==> config.mk <==
export PLATFORM = sky130hd
export DESIGN_NAME = transaction_op_tokenizer_core
export DESIGN_NICKNAME = d
export VERILOG_FILES = /design/src/design/tot_pkg.sv /design/src/design/tot_front.sv /design/src/design/tot_queue.sv /design/src/design/tot_back.sv /design/src/design/transaction_op_tokenizer_core.sv
export VERILOG_INCLUDE_DIRS = /design/src /design/src/design
export SDC_FILE = /design/constraint.sdc
export NUM_CORES = 1
export LEC_CHECK = 0
export CORE_MARGIN = 1.5
export CORE_UTILIZATION = 30
export CTS_CLUSTER_DIAMETER = 100
export DETAILED_ROUTE_END_ITERATION = 10
export DONT_BUFFER_PORTS = 1
export PLACE_DENSITY = 0.47
export SYNTH_ARGS = -nofsm -noshare
export SYNTH_HDL_FRONTEND = slang
export SYNTH_SLANG_ARGS = --single-unit
==> constraint.sdc <==
create_clock -name aclk -period 27.8 [get_ports aclk]
set_input_delay 2.78 -clock aclk [delete_from_list [all_inputs] [get_ports aclk]]
set_output_delay 2.78 -clock aclk [all_outputs]
set_load 0.01 [all_outputs]
==> src/design/assert_macros.svh <==
// assertion macros shared by the tokenizer modules
// expects aclk and aresetn in the scope of use
`ifndef ASSERT_MACROS_SVH
`define ASSERT_MACROS_SVH

// plain property, checked out of reset
`define TOT_ASSERT(label, prop, msg) \
    label: assert property (@(posedge aclk) disable iff (!aresetn) prop) else $error(msg);

// overlapping implication
`define TOT_ASSERT_IMPL(label, ante, cons, msg) \
    `TOT_ASSERT(label, (ante) |-> (cons), msg)

// next-cycle implication
`define TOT_ASSERT_NEXT(label, ante, cons, msg) \
    `TOT_ASSERT(label, (ante) |=> (cons), msg)

`endif

==> src/design/tot_pkg.sv <==
// types, codes and constants of the schedule text tokenizer
// no dependencies
package tot_pkg;

    localparam int MAX_ITEM_CHARS = 8;
    localparam int ID_BITS        = 32;
    localparam int ITEM_BITS      = 8 * MAX_ITEM_CHARS;
    localparam int ITEM_IDX_W     = 3;
    localparam int CNT_W          = 4;
    localparam int NUM_W          = 32;
    localparam int PROD_W         = NUM_W + 4;
    localparam int QUEUE_DEPTH    = 4;
    localparam int QUEUE_AW       = 2;

    localparam logic [PROD_W-1:0] NUM_LIM = PROD_W'(1) << (ID_BITS - 1);

    localparam logic [7:0] CHAR_SEP   = 8'd32;
    localparam logic [7:0] CHAR_W     = 8'h77;
    localparam logic [7:0] CHAR_R     = 8'h72;
    localparam logic [7:0] CHAR_A     = 8'h61;
    localparam logic [7:0] CHAR_C     = 8'h63;
    localparam logic [7:0] CHAR_PLUS  = 8'h2b;
    localparam logic [7:0] CHAR_MINUS = 8'h2d;
    localparam logic [7:0] CHAR_ZERO  = 8'h30;
    localparam logic [7:0] CHAR_NINE  = 8'h39;
    localparam logic [7:0] CHAR_TAB   = 8'd9;
    localparam logic [7:0] CHAR_CR    = 8'd13;

    typedef enum logic [2:0] {
        PH_CMD_SKIP   = 3'd0,
        PH_CMD_TOKEN  = 3'd1,
        PH_NUM_SKIP   = 3'd2,
        PH_NUM_TOKEN  = 3'd3,
        PH_ITEM_SKIP  = 3'd4,
        PH_ITEM_TOKEN = 3'd5,
        PH_DISCARD    = 3'd6
    } phase_t;

    typedef enum logic [2:0] {
        CMD_NONE  = 3'd0,
        CMD_WRITE = 3'd1,
        CMD_READ  = 3'd2,
        CMD_ABORT = 3'd3,
        CMD_COMIT = 3'd4,
        CMD_OTHER = 3'd5
    } cmd_t;

    localparam logic [2:0] ERR_NONE      = 3'd0;
    localparam logic [2:0] ERR_COMMAND   = 3'd1;
    localparam logic [2:0] ERR_NO_DIGITS = 3'd2;
    localparam logic [2:0] ERR_RANGE     = 3'd3;
    localparam logic [2:0] ERR_NAME_LONG = 3'd4;

    typedef struct packed {
        logic [7:0] character;
        logic       end_of_text;
    } in_word_t;

    typedef struct packed {
        logic [1:0]           op_kind;
        logic signed [31:0]   transaction;
        logic [63:0]          item_name;
        logic [3:0]           item_length;
        logic [2:0]           error_code;
    } out_word_t;

    // classified byte handed from front to back
    typedef struct packed {
        logic [7:0] character;
        logic       eot;
        logic       sep;
        logic       digit;
        logic [3:0] digit_value;
        logic       ctl_space;
        logic       plus;
        logic       minus;
        cmd_t       cmd;
    } class_t;

endpackage

==> src/design/tot_front.sv <==
// front end: classifies each incoming byte for the tokenizer back end
// depends on tot_pkg
module tot_front import tot_pkg::*; (
    input  in_word_t word_in,
    output class_t   cls
);

    logic [7:0] ch;

    assign ch = word_in.character;

    always_comb begin
        cls             = '0;
        cls.character   = ch;
        cls.eot         = word_in.end_of_text;
        cls.sep         = (ch == CHAR_SEP);
        cls.digit       = (ch >= CHAR_ZERO) && (ch <= CHAR_NINE);
        cls.digit_value = ch[3:0];
        cls.ctl_space   = (ch >= CHAR_TAB) && (ch <= CHAR_CR);
        cls.plus        = (ch == CHAR_PLUS);
        cls.minus       = (ch == CHAR_MINUS);
        unique case (ch)
            CHAR_W:  cls.cmd = CMD_WRITE;
            CHAR_R:  cls.cmd = CMD_READ;
            CHAR_A:  cls.cmd = CMD_ABORT;
            CHAR_C:  cls.cmd = CMD_COMIT;
            default: cls.cmd = CMD_OTHER;
        endcase
    end

endmodule

==> src/design/tot_queue.sv <==
// short queue of classified bytes between front and back end
// depends on tot_pkg and assert_macros.svh
`include "assert_macros.svh"

module tot_queue import tot_pkg::*; (
    input  logic   aclk,
    input  logic   aresetn,
    input  logic   push,
    input  class_t push_data,
    output logic   full,
    input  logic   pop,
    output logic   empty,
    output class_t head
);

    class_t                entry_reg [QUEUE_DEPTH];
    logic [QUEUE_AW-1:0]   wr_ptr_reg;
    logic [QUEUE_AW-1:0]   rd_ptr_reg;
    logic [QUEUE_AW:0]     count_reg;

    assign full  = (count_reg == (QUEUE_AW+1)'(QUEUE_DEPTH));
    assign empty = (count_reg == '0);
    assign head  = entry_reg[rd_ptr_reg];

    always_ff @(posedge aclk) begin
        if (!aresetn) begin
            wr_ptr_reg <= '0;
            rd_ptr_reg <= '0;
            count_reg  <= '0;
        end else begin
            if (push) begin
                wr_ptr_reg <= wr_ptr_reg + 1'b1;
            end
            if (pop) begin
                rd_ptr_reg <= rd_ptr_reg + 1'b1;
            end
            if (push && !pop) begin
                count_reg <= count_reg + 1'b1;
            end else if (pop && !push) begin
                count_reg <= count_reg - 1'b1;
            end
        end
    end

    always_ff @(posedge aclk) begin
        if (push) begin
            entry_reg[wr_ptr_reg] <= push_data;
        end
    end

    `TOT_ASSERT(a_count_bound, count_reg <= (QUEUE_AW+1)'(QUEUE_DEPTH), "count beyond depth")
    `TOT_ASSERT_IMPL(a_no_pop_empty, pop, !empty, "pop from empty queue")
    `TOT_ASSERT_NEXT(a_fill_step, push && !pop, count_reg == $past(count_reg) + 1'b1, "bad fill")

endmodule

==> src/design/tot_back.sv <==
// back end: tokenizer state machine and output register
// depends on tot_pkg and assert_macros.svh
`include "assert_macros.svh"

module tot_back import tot_pkg::*; (
    input  logic      aclk,
    input  logic      aresetn,
    input  logic      empty,
    input  class_t    head,
    output logic      pop,
    output logic      m_valid,
    input  logic      m_ready,
    output out_word_t m_word
);

    phase_t               phase_reg, phase_next;
    cmd_t                 cmd_reg, cmd_next;
    logic [NUM_W-1:0]     mag_reg, mag_next;
    logic                 neg_reg, neg_next;
    logic                 seen_reg, seen_next;
    logic                 stopped_reg, stopped_next;
    logic                 ovf_reg, ovf_next;
    logic                 started_reg, started_next;
    logic [ITEM_BITS-1:0] buf_reg, buf_next;
    logic [CNT_W-1:0]     cnt_reg, cnt_next;
    logic                 m_valid_reg, m_valid_next;
    out_word_t            m_word_reg, m_word_next;

    phase_t               ph;
    cmd_t                 cmd;
    logic [NUM_W-1:0]     mag;
    logic                 neg, seen, stopped, ovf, started;
    logic [ITEM_BITS-1:0] ibuf;
    logic [CNT_W-1:0]     cnt;
    logic [2:0]           err;
    logic                 rec;
    logic                 emit;
    logic [PROD_W-1:0]    prod;
    logic [1:0]           cmd_m1;
    logic                 in_discard;

    assign prod = {1'b0, mag_reg, 3'b000} + {3'b000, mag_reg, 1'b0} + PROD_W'(head.digit_value);

    // one classified byte through the tokenizer
    always_comb begin
        ph      = phase_reg;
        cmd     = cmd_reg;
        mag     = mag_reg;
        neg     = neg_reg;
        seen    = seen_reg;
        stopped = stopped_reg;
        ovf     = ovf_reg;
        started = started_reg;
        ibuf    = buf_reg;
        cnt     = cnt_reg;
        err     = ERR_NONE;
        rec     = 1'b0;
        if (phase_reg != PH_DISCARD) begin
            if (!head.sep) begin
                unique case (ph) inside
                    PH_CMD_SKIP: begin
                        cmd = head.cmd;
                        ph  = PH_CMD_TOKEN;
                    end
                    PH_CMD_TOKEN: begin
                        cmd = CMD_OTHER;
                    end
                    PH_NUM_SKIP, PH_NUM_TOKEN: begin
                        ph = PH_NUM_TOKEN;
                        if (!stopped) begin
                            if (!started && head.ctl_space) begin
                                started = 1'b0;
                            end else if (!started && (head.plus || head.minus)) begin
                                started = 1'b1;
                                neg     = head.minus;
                            end else if (!head.digit) begin
                                stopped = 1'b1;
                            end else begin
                                started = 1'b1;
                                seen    = 1'b1;
                                if (!ovf) begin
                                    if (prod > NUM_LIM) begin
                                        ovf = 1'b1;
                                    end else begin
                                        mag = prod[NUM_W-1:0];
                                    end
                                end
                            end
                        end
                    end
                    PH_ITEM_SKIP, PH_ITEM_TOKEN: begin
                        ph = PH_ITEM_TOKEN;
                        if (cnt >= CNT_W'(MAX_ITEM_CHARS)) begin
                            err = ERR_NAME_LONG;
                        end else begin
                            ibuf[cnt[ITEM_IDX_W-1:0]*8 +: 8] = head.character;
                            cnt = cnt + 1'b1;
                        end
                    end
                    default: begin
                        ph = phase_reg;
                    end
                endcase
            end

            if (err == ERR_NONE && (head.sep || head.eot)) begin
                unique case (ph) inside
                    PH_CMD_TOKEN: begin
                        if (cmd inside {CMD_WRITE, CMD_READ, CMD_ABORT, CMD_COMIT}) begin
                            mag     = '0;
                            neg     = 1'b0;
                            seen    = 1'b0;
                            stopped = 1'b0;
                            ovf     = 1'b0;
                            started = 1'b0;
                            ibuf    = '0;
                            cnt     = '0;
                            ph      = PH_NUM_SKIP;
                        end else begin
                            err = ERR_COMMAND;
                        end
                    end
                    PH_NUM_TOKEN: begin
                        if (!seen) begin
                            err = ERR_NO_DIGITS;
                        end else if (ovf) begin
                            err = ERR_RANGE;
                        end else if (!neg && ({4'b0000, mag} > NUM_LIM - 1'b1)) begin
                            err = ERR_RANGE;
                        end else if (cmd inside {CMD_ABORT, CMD_COMIT}) begin
                            rec = 1'b1;
                            ph  = PH_CMD_SKIP;
                        end else begin
                            ph = PH_ITEM_SKIP;
                        end
                    end
                    PH_ITEM_TOKEN: begin
                        rec = 1'b1;
                        ph  = PH_CMD_SKIP;
                    end
                    default: begin
                        rec = 1'b0;
                    end
                endcase
            end

            if (err == ERR_NONE && head.eot) begin
                if (rec) begin
                    if (head.sep) begin
                        err = ERR_COMMAND;
                    end
                end else if (ph == PH_CMD_SKIP) begin
                    err = ERR_COMMAND;
                end else if (ph == PH_NUM_SKIP) begin
                    err = ERR_NO_DIGITS;
                end else if (ph == PH_ITEM_SKIP) begin
                    rec = 1'b1;
                end
            end
        end
    end

    // next state
    always_comb begin
        phase_next   = phase_reg;
        cmd_next     = cmd_reg;
        mag_next     = mag_reg;
        neg_next     = neg_reg;
        seen_next    = seen_reg;
        stopped_next = stopped_reg;
        ovf_next     = ovf_reg;
        started_next = started_reg;
        buf_next     = buf_reg;
        cnt_next     = cnt_reg;
        if (pop) begin
            if (head.eot) begin
                phase_next   = PH_CMD_SKIP;
                cmd_next     = CMD_NONE;
                mag_next     = '0;
                neg_next     = 1'b0;
                seen_next    = 1'b0;
                stopped_next = 1'b0;
                ovf_next     = 1'b0;
                started_next = 1'b0;
                buf_next     = '0;
                cnt_next     = '0;
            end else if (phase_reg == PH_DISCARD) begin
                phase_next = PH_DISCARD;
            end else if (err != ERR_NONE) begin
                phase_next = PH_DISCARD;
            end else if (rec) begin
                phase_next   = ph;
                cmd_next     = CMD_NONE;
                mag_next     = '0;
                neg_next     = 1'b0;
                seen_next    = 1'b0;
                stopped_next = 1'b0;
                ovf_next     = 1'b0;
                started_next = 1'b0;
                buf_next     = '0;
                cnt_next     = '0;
            end else begin
                phase_next   = ph;
                cmd_next     = cmd;
                mag_next     = mag;
                neg_next     = neg;
                seen_next    = seen;
                stopped_next = stopped;
                ovf_next     = ovf;
                started_next = started;
                buf_next     = ibuf;
                cnt_next     = cnt;
            end
        end
    end

    // outputs
    assign cmd_m1     = 2'(cmd) - 2'd1;
    assign in_discard = (phase_reg == PH_DISCARD);
    assign emit       = (phase_reg != PH_DISCARD) && (rec || (err != ERR_NONE));
    assign pop        = !empty && (!m_valid_reg || m_ready);

    always_comb begin
        m_word_next            = '0;
        m_word_next.error_code = err;
        if (rec) begin
            m_word_next.op_kind     = cmd_m1;
            m_word_next.transaction = neg ? signed'(NUM_W'(0) - mag) : signed'(mag);
            if (cmd inside {CMD_WRITE, CMD_READ}) begin
                m_word_next.item_name   = ibuf;
                m_word_next.item_length = cnt;
            end
        end
        m_valid_next = m_valid_reg;
        if (pop) begin
            m_valid_next = emit;
        end else if (m_ready) begin
            m_valid_next = 1'b0;
        end
    end

    always_ff @(posedge aclk) begin
        if (!aresetn) begin
            phase_reg   <= PH_CMD_SKIP;
            cmd_reg     <= CMD_NONE;
            mag_reg     <= '0;
            neg_reg     <= 1'b0;
            seen_reg    <= 1'b0;
            stopped_reg <= 1'b0;
            ovf_reg     <= 1'b0;
            started_reg <= 1'b0;
            buf_reg     <= '0;
            cnt_reg     <= '0;
            m_valid_reg <= 1'b0;
        end else begin
            phase_reg   <= phase_next;
            cmd_reg     <= cmd_next;
            mag_reg     <= mag_next;
            neg_reg     <= neg_next;
            seen_reg    <= seen_next;
            stopped_reg <= stopped_next;
            ovf_reg     <= ovf_next;
            started_reg <= started_next;
            buf_reg     <= buf_next;
            cnt_reg     <= cnt_next;
            m_valid_reg <= m_valid_next;
        end
    end

    always_ff @(posedge aclk) begin
        if (pop && emit) begin
            m_word_reg <= m_word_next;
        end
    end

    assign m_valid = m_valid_reg;
    assign m_word  = m_word_reg;

    `TOT_ASSERT_NEXT(a_eot_resets, pop && head.eot, phase_reg == PH_CMD_SKIP, "eot not reset")
    `TOT_ASSERT_NEXT(a_discard_holds, pop && in_discard && !head.eot, in_discard, "left discard")
    `TOT_ASSERT_IMPL(a_name_fits, cnt_reg > CNT_W'(MAX_ITEM_CHARS), 1'b0, "item count beyond buffer")

endmodule

==> src/design/transaction_op_tokenizer_core.sv <==
// top level of the schedule text tokenizer: front classifier, queue, back end
// depends on tot_pkg, tot_front, tot_queue and tot_back
//
// s_word carries one byte of schedule text per word, with end_of_text on the
// last byte; m_word carries one operation record or one error report.
// both channels use valid/ready and a word moves when both are high.
// the front classifies each byte as it is taken and writes it to a four word
// queue; the back pops one word per cycle unless a result is held, runs the
// tokenizer step and loads the output register when the word completes an
// operation or finds an error. each byte is stored in the queue before use.
// throughput: one byte per cycle unless the receiver stalls; the tokenizer
// step is combinational (multiply by ten, range compare and sign fix-up).
// reset (aresetn low at a clock edge) empties the queue, drops any pending
// result and returns to waiting for a command token.
// when the receiver stalls the result is held in the output register, the
// back stops popping and the queue takes up to four more bytes before
// s_ready falls.
module transaction_op_tokenizer_core import tot_pkg::*; (
    input  logic      aclk,
    input  logic      aresetn,
    input  logic      s_valid,
    output logic      s_ready,
    input  in_word_t  s_word,
    output logic      m_valid,
    input  logic      m_ready,
    output out_word_t m_word
);

    class_t cls;
    class_t head;
    logic   full;
    logic   empty;
    logic   pop;

    assign s_ready = !full;

    tot_front u_front (
        .word_in (s_word),
        .cls     (cls)
    );

    tot_queue u_queue (
        .aclk      (aclk),
        .aresetn   (aresetn),
        .push      (s_valid && s_ready),
        .push_data (cls),
        .full      (full),
        .pop       (pop),
        .empty     (empty),
        .head      (head)
    );

    tot_back u_back (
        .aclk    (aclk),
        .aresetn (aresetn),
        .empty   (empty),
        .head    (head),
        .pop     (pop),
        .m_valid (m_valid),
        .m_ready (m_ready),
        .m_word  (m_word)
    );

endmodule
# Word level (Yosys, flattened, before mapping)
# Memory sizes are Yosys's and may differ from the RTL's. A register that Yosys moved wholly into a read port is not among the register bits.
# Cells that the tools add are included.
dict set report classes {
  addsub 10
  mul 0
  n_div 0
  order_cmp 7
  eq_ne 28
  shift 2
  muxes 177
  bitwise_logic 0
  n_reduce_logical 43
}
# cell n
set op_table {}
lappend op_table {{two-way mux 64 bit} 11}
lappend op_table {{two-way mux 32 bit} 18}
lappend op_table {{two-way mux 3 bit} 38}
lappend op_table {{two-way mux 1 bit} 90}
lappend op_table {{bitwise mux 64 bit} 1}
lappend op_table {{variable shift 8 x 34 -> 64 bit, first input constant} 1}
lappend op_table {{variable part select 8 x 34 -> 64 bit} 1}
lappend op_table {{two-way mux 4 bit} 11}
lappend op_table {{adder 35 x 33 -> 36 bit} 1}
lappend op_table {{adder 36 x 4 -> 36 bit} 1}
lappend op_table {{> comparator 36 x 32 -> 1 bit, second input constant} 1}
lappend op_table {{negator 6 -> 34 bit} 1}
lappend op_table {{== test 8 x 7 -> 1 bit, second input constant} 4}
lappend op_table {{> comparator 32 x 31 -> 1 bit, second input constant} 1}
lappend op_table {{subtractor 1 x 32 -> 32 bit, first input constant} 1}
lappend op_table {{== test 8 x 6 -> 1 bit, second input constant} 3}
lappend op_table {{== test 3 x 2 -> 1 bit, second input constant} 7}
lappend op_table {{== test 3 bit, second input constant} 7}
lappend op_table {{one-hot mux 3 bit (3 select lines)} 2}
lappend op_table {{zero test 3 bit} 5}
lappend op_table {{logical AND 1 bit} 13}
lappend op_table {{== test 3 x 1 -> 1 bit, second input constant} 4}
lappend op_table {{one-hot mux 3 bit (2 select lines)} 2}
lappend op_table {{one-hot mux 3 bit (4 select lines)} 1}
lappend op_table {{23 further kinds} 42}
dict set report word_totals {
  ff_bits 224
  latch_bits 0
  mem_bits_rw 84
  rom_bits 0
  inputBits 13
  elab_cells 287
  n_memories 1
}
# name words word_bits rd rd_clocked_by_memory_dff wr line_no
set mem_list {}
lappend mem_list {u_queue.entry_reg 4 21 1 1 1 tot_queue.sv:16} ;# class_t entry_reg [QUEUE_DEPTH];

# Depth between registers and ports, before layout
# Gate-level depths: netlist (run 1).
dict set report logic_depth {
  depth_word 31
  ltp_mapped 28
  ltp_nobuf 22
}

# Cells and area by module
# A second synthesis (run 1) with hierarchy kept.
dict set report hier_totals {
  cells_unflattened 1740
  hier_area_um2 17255.3
}
# module n_inst cells_per_inst area_each_um2
set by_module_without_submodules {}
lappend by_module_without_submodules {tot_back 1 1545 13450.4}
lappend by_module_without_submodules {tot_queue 1 152 3477.1}
lappend by_module_without_submodules {tot_front 1 41 317.8}
lappend by_module_without_submodules {transaction_op_tokenizer_core 1 2 10.0}

# Least setup slack after synthesis (run 1)
# Ideal clock, no wire load.
dict set report synth_path {
  path_kind {reg2reg}
  start {register (tool-made name)}
  end {register u_back.m_word_reg, in the netlist u_back.m_word[0] (enable)}
  setup_time_ns 0.698
  arrival_ns 12.242
  t_required_ns 27.102
  path_slack_ns 14.860
  path_stages_with_launch 21
  path_buffers 2
  period_less_slack_ns 12.940
  path_cell_list {dfxtp_1 -> buf_6 -> buf_2 -> mux4_2 -> fa_1 -> inv_1 -> fa_1 -> nor2b_1 -> o21a_1 -> nor2_1 -> xnor2_1 -> o211a_1 -> or4_1 -> or3_4 -> or4b_1 -> and3_1 -> nand2_1 -> o211ai_1 -> a21oi_1 -> nor2_1 -> nor3_1}
}
# item line_no
set synth_lines {}
lappend synth_lines {{end signal: assignment} tot_back.sv:272} ;# m_word_reg <= m_word_next;
lappend synth_lines {{end: declaration} tot_back.sv:27} ;# out_word_t m_word_reg, m_word_next;

==> impl_metrics.csv, run 1 <==
group,metric,value,unit
logic_synthesis,synthTopCellsByArea,"edfxtp_1, dfxtp_1, ha_1",
sta,fin_crit,7.67,ns
floorplanning,rows,86,
logic_synthesis,synthAdderAreaFrac,6.17,%
route,ant_nets,0,
global_routing,grt_max_degree,69,
floorplanning,io_pins,120,
logic_synthesis,synthesis.area,0.0166,sq mm
worst_setup_path,cpLargestDelayFamily,"compound AO/OA/AOI/OAI gates",
logic_synthesis,synth_fp_nets,1786,
logic_synthesis,synth_xor_area_share,2.11,%
outcome,status,"finished clean",
logic_synthesis,syn_avg_cell_area,9.80,sq um
logic_synthesis,synth_warnings,0,
logic_synthesis,ys_seq_area_share,45.9,%
logic_synthesis,synth_ff_type,"edfxtp_1",
global_routing,use_met2,27.7,%
final_layout,syn_to_final_growth,12.2,%
sta,setup_violations,0,
final_layout,fin_util,33.9,%
logic_synthesis,synth_cells,1693,
global_routing,grtUsageMet1,24.9,%
worst_setup_path,slowest_stage,"mux4_2",
cts,cts_setup_buffers,0,
place,dp.cells,2323,
route,drcViolationCount,0,
worst_setup_path,cp.arrival,7.96,ns
place,dp_hpwl,37000,microns
floorplanning,dieHeight,238,microns
route,drt_pass1_iterations,5,
power_and_ir_drop,powerDensity,104,mW/mm^2
logic_synthesis,synth_compound_area_share,21.0,%
worst_setup_path,rr_worst_depth,22,
power_and_ir_drop,max-vdd-ir-drop,0.0914,mV
sta,max_freq,0.130,GHz
logic_synthesis,yosysTopAreaCell,"edfxtp_1",
place,numPortBuffers,0,
logic_synthesis,synth_edf_count,173,
worst_setup_path,cp_cell_sequence,"mux4_2, fa_1, inv_1, fa_1, nor2b_1, o31a_1, o21ai_0, a31o_2, a221oi_1, o21ai_0, nand4b_1, nor3_2, o31ai_4, buf_4, a22oi_1, ha_1, inv_1, a221o_1, or3_1, nor4_4, a31oi_1, mux2i_1",
worst_setup_path,end_kind,"register",
final_layout,num-nets-final,1752,
route,via_count,13400,
worst_setup_path,slowest_delay,0.64,ns
cts,clockBufferDepth,3,
global_routing,grt_usage,17.8,%
sta,period_share,27.6,%
place,gp_congestion,0.894,
place,placed_cell_area,0.0173,sq mm
cts,cts_buffers,38,
sta,slew_headroom,15.7,%
cts,cts_tree,"yes",
worst_setup_path,crit_fanout,26,
global_routing,top_usage_layer,"met2",
job,cap_violations,0,
cts,cts.sinks,294,
global_routing,grt_pass1_vias,12800,
worst_setup_path,start_kind,"register",
sta,tightest_slew,1.25,ns
power_and_ir_drop,p_leak,6.56,nW
logic_synthesis,synthMuxAreaShare,3.72,%
logic_synthesis,synthSimpleGateAreaFrac,17.7,%
sta,fin_setup_tns,0,ns
power_and_ir_drop,sequentialPowerShare,38.2,%
sta,fin_worst_skew,0.0276,ns
sta,whs,0.457,ns
power_and_ir_drop,internal_power,1.11,mW
min_path,hp-class,"register to register",
worst_setup_path,worst_ep_required_time,28.09,ns
floorplanning,die_w,238,microns
final_layout,n_antenna_cell,0,
logic_synthesis,synth_top_cell_area_share,31.3,%
final_layout,final_cell_area,0.0186,sq mm
sta,slew_violations,0,
cts,cts.htree.levels,2,
sta,grt_setup_unrepaired,"no",
route,drt_iter0_drc,1012,
sta,hold_viol,0,
logic_synthesis,synth_top_family_by_area,"compound AO/OA/AOI/OAI gates",
cts,clkLatencyLatePin,0.56,ns
logic_synthesis,yosys_register_bits,294,
route,wire_per_inst,21.5,microns
worst_setup_path,crit_type,"register to register",
min_path,hold_depth,2,
floorplanning,core,0.0549,sq mm
worst_setup_path,cp_num_cells,22,
cts,clkTransAtPathRegs,0.06,ns
logic_synthesis,synth_cell_type_count,90,
route,routed_wl,51400,microns
cts,postCtsHoldBufs,0,
power_and_ir_drop,p_clk_share,26.9,%
final_layout,fin_cells,2393,
logic_synthesis,synth_common_cells,"nor2_1, edfxtp_1, nand2_1",
global_routing,grt_first_pass_wirelength,78000,microns
global_routing,grt_overflow_total,0,
route,post_drt_via_cell_ratio,5.60,
worst_setup_path,crit_buf_inv,3,
cts,cts_root_buf,"clkbuf_16",
logic_synthesis,yosysMostFrequentCell,"nor2_1",
cts,cts_resized,0,
global_routing,antenna_found_initial,1,
floorplanning,die_area,0.0567,sq mm
logic_synthesis,synthArstFlopShare,0,%
power_and_ir_drop,switching_power,0.817,mW
floorplanning,start_util,30.2,%
power_and_ir_drop,swShare,42.4,%
final_layout,largest_register_ffs,105,
power_and_ir_drop,p_comb_share,34.8,%
final_layout,drive_gt1_share,8.11,%
global_routing,grtUsageMet3,3.37,%
## cell families after synthesis
family,Yosys count
flip-flops,294
AND/OR/NAND/NOR,606
adder cells (fa/ha/maj),80
AO/OA/AOI/OAI,499
multiplexers,40
buffers and inverters,134
XOR/XNOR,40
## per-stage QoR
stage,power (mW),setup slack (ns)
4_1_cts,1.95,20.13
5_1_grt,2.04,19.68
3_3_place_gp,1.42,20.33
3_5_place_dp,1.43,20.15
2_1_floorplan,1.22,14.86
6_report,1.93,20.13
## power groups by stage
| stage | logic, mW | registers (mW) | clock network (mW) |
|---|---|---|---|
| after floorplan | 0.444 | 0.774 | 0 |
| after global placement | 0.670 | 0.752 | 0 |
| after detailed placement | 0.675 | 0.751 | 0 |
| after CTS | 0.676 | 0.743 | 0.533 |
| after global routing | 0.738 | 0.753 | 0.548 |
| final | 0.671 | 0.737 | 0.520 |
## cell type report
cell class,instances,area (sq um)
fill,5613,36300
multi-input combinational,1265,8490
sequential,294,7620
clock buffer,52,1040
tap,704,881
clock inverter,18,279
timing repair buffer,22,165
inverter,38,143
## metal layers
layer | wire length [microns] | share of wire [%]
met1 | 24300 | 47
met2 | 23200 | 45
met3 | 2710 | 5.3
met4 | 1250 | 2.4
met5 | 0 | 0
## placed cells by master, fill, tap and decap left out, drive strengths merged, types with 17 or more instances in the layout
cell,synthesis,final
nand2,156,156
or3,17,17
a21oi,87,87
dfxtp,121,121
o21ai,114,114
edfxtp,173,173
clkbuf,60,52
and2,24,24
a21o,21,21
inv,37,39
o211ai,17,17
mux2i,20,20
a22o,71,71
a22oi,84,84
nor4,19,19
ha,77,77
mux4,17,17
nor3,67,67
nor2,181,181
and3,18,18
nand3,35,35
xnor2,24,24
buf,36,22
## final timing paths
path                           start  slack [ns]                  to
hold / removal    u_back.buf_reg[63]        0.46  u_back.buf_reg[63]
setup / recovery            register       20.13   u_back.m_word[93]
setup reg to reg            register       20.13   u_back.m_word[93]
hold reg to reg   u_back.buf_reg[63]        0.46  u_back.buf_reg[63]
## worst reg2reg max path, cell delays in order, from the launching register on
cell,delay [ns]
dfxtp_1,0.58
mux4_2,0.64
fa_1,0.53
inv_1,0.07
fa_1,0.47
nor2b_1,0.22
o31a_1,0.27
o21ai_0,0.25
a31o_2,0.32
a221oi_1,0.36
o21ai_0,0.15
nand4b_1,0.27
nor3_2,0.34
o31ai_4,0.24
buf_4,0.31
a22oi_1,0.32
ha_1,0.22
inv_1,0.04
a221o_1,0.34
or3_1,0.55
nor4_4,0.54
a31oi_1,0.21
mux2i_1,0.16
No activity file was read; power rests on OpenSTA's default activity.
==> inputs of run 2 (changes only) <==
==> constraint.sdc (replaced) <==
create_clock -name aclk -period 8 [get_ports aclk]
set_input_delay 0.8 -clock aclk [delete_from_list [all_inputs] [get_ports aclk]]
set_output_delay 0.8 -clock aclk [all_outputs]
set_load 0.01 [all_outputs]
==> run 2 against run 1 <==
  * Clock-buffer cell count is 2 higher
  * Die area stayed put
  * Final cell count hardly changed
  * Highest routed layer is now met5
  * Fmax is 6.2% higher
  * Critical path depth is 4 lower
  * Non-clock buffer count is 4 higher
  * Utilization is 0.24 points lower
==> impl_metrics.csv, run 2 (synthesis results as in run 1) <==
group,metric,value,unit
job,cap_violations,0,
place,dp.cells,2327,
sta,fin_setup_tns,0,ns
global_routing,antenna_found_initial,2,
cts,cts.sinks,294,
final_layout,fin_util,33.7,%
sta,max_freq,0.139,GHz
power_and_ir_drop,p_leak,6.51,nW
cts,cts_tree,"yes",
route,routed_wl,51300,microns
power_and_ir_drop,finalPower,6.53,mW
route,post_drt_via_cell_ratio,5.60,
worst_setup_path,slowest_stage,"or4_4",
worst_setup_path,crit_type,"register to register",
sta,fin_worst_skew,0.0207,ns
worst_setup_path,worst_ep_required_time,8.39,ns
floorplanning,start_util,30.2,%
worst_setup_path,cp_cell_sequence,"mux4_2, fa_1, ha_1, nor2b_1, o31ai_1, a21boi_0, o311ai_0, mux2i_1, a21oi_1, nand3_1, a21oi_1, o31ai_4, buf_4, a22oi_1, nand4_2, or4_4, or4_1, nand3_1",
worst_setup_path,rr_worst_depth,18,
floorplanning,core,0.0549,sq mm
power_and_ir_drop,max-vdd-ir-drop,0.672,mV
cts,cts.htree.levels,2,
worst_setup_path,slowest_delay,0.74,ns
floorplanning,die_w,238,microns
final_layout,final_common_cell,"nor2_1",
worst_setup_path,end_kind,"register",
global_routing,grt_overflow_total,0,
final_layout,drive_gt1_share,8.11,%
cts,cts_root_buf,"clkbuf_16",
place,dp_hpwl,37200,microns
floorplanning,dieHeight,238,microns
final_layout,largest_register_ffs,105,
sta,fin_crit,7.22,ns
final_layout,num-nets-final,1755,
sta,slew_headroom,15.9,%
worst_setup_path,cp.arrival,7.61,ns
floorplanning,rows,86,
route,drcViolationCount,0,
cts,cts_setup_buffers,0,
floorplanning,die_area,0.0567,sq mm
worst_setup_path,crit_fanout,17,
sta,grt_setup_unrepaired,"no",
cts,postCtsHoldBufs,0,
cts,cts_resized,0,
sta,period_share,90.2,%
worst_setup_path,start_kind,"register",
route,via_count,13400,
place,numPortBuffers,0,
place,gp_congestion,0.936,
worst_setup_path,r2r-end,"u_back.m_word[102]",
route,drt_pass1_iterations,5,
cts,clkLatencyLatePin,0.55,ns
sta,setup_violations,0,
cts,clockBufferDepth,3,
final_layout,final_cell_mix,"nor2_1, edfxtp_1, nand2_1",
worst_setup_path,cp-endpoint,"u_back.m_word[102]",
route,drt_iter0_drc,1032,
sta,tightest_slew,1.25,ns
cts,cts_buffers,37,
route,wire_per_inst,21.4,microns
final_layout,syn_to_final_growth,11.4,%
sta,slew_violations,0,
global_routing,grt_max_degree,92,
global_routing,grt_pass1_vias,13000,
min_path,hp-class,"input port to register",
outcome,status,"finished clean",
min_path,hold_depth,0,
route,ant_nets,0,
cts,clkTransAtPathRegs,0.06,ns
final_layout,fin_cells,2394,
worst_setup_path,r2r_setup_slack,0.78,ns
power_and_ir_drop,powerDensity,353,mW/mm^2
sta,hold_viol,0,
final_layout,n_antenna_cell,0,
floorplanning,io_pins,120,
global_routing,grt_first_pass_wirelength,78700,microns
global_routing,grt_usage,17.9,%
==> run 2: changes by cell type in the layout (fill, tap and decap cells not counted), sizes merged <==
cell / delta
clkinvlp: -2
buf: +4
bufinv: -5
clkbuf: +2
inv: +2
==> run 2: how the worst min path moves through the flow <==
stage | start | slack [ns] | to
after detailed placement | u_back.buf_reg[14] | 0.44 | u_back.buf_reg[14]
after CTS | s_word[0] | 0.33 | u_queue.entry_reg[0][12]
final | s_word[1] | 0.36 | u_queue.entry_reg[2][13]
after global routing | s_word[6] | 0.33 | u_queue.entry_reg[1][18]
after floorplan | u_back.buf_reg[7] | 0.42 | u_back.buf_reg[7]
after global placement | u_back.buf_reg[47] | 0.44 | u_back.buf_reg[47]
==> run 2: through the flow <==
| stage | cell area, sq um | worst slack [ns] | hold WS (ns) |
|---|---|---|---|
| floorplan | 16600 | 0.0485 | 0.425 |
| global placement | 17300 | 1.01 | 0.438 |
| detailed placement | 17300 | 0.745 | 0.445 |
| CTS | 18500 | 0.736 | 0.326 |
| global route | 18500 | 0.189 | 0.329 |
| finish | 18500 | 0.784 | 0.360 |
==> run 2: cell type report <==
class	count	area, sq um
clock inverters	13	113
repair buffers	26	208
flip-flops and latches	294	7620
fillers	5639	36400
well taps	704	881
inverters	38	143
clock buffers	54	1030
multi-input cells	1265	8500
==> run 2: worst max-delay path, delay by kind of cell, from the launching register on <==
family | cells | cell delay (ns)
compound gates | 7 | 2.46
simple gates | 6 | 2.26
mux | 2 | 0.81
fa+ha+maj | 2 | 0.76
flops | 1 | 0.53
buf+inv | 1 | 0.22
==> run 2: report_power, final <==
group	leakage [nW]	switching (mW)	internal (mW)
Combinational	3.33	1.82	0.561
Sequential	2.62	0.333	2.23
Clock	0.565	0.660	0.933
Total	6.51	2.81	3.72
==> run 2: metal layers <==
layer	track usage (%)	routed length, microns
met5	0	13
met4	5.41	1220
met3	3.70	3070
met2	27.8	22800
met1	24.8	24100
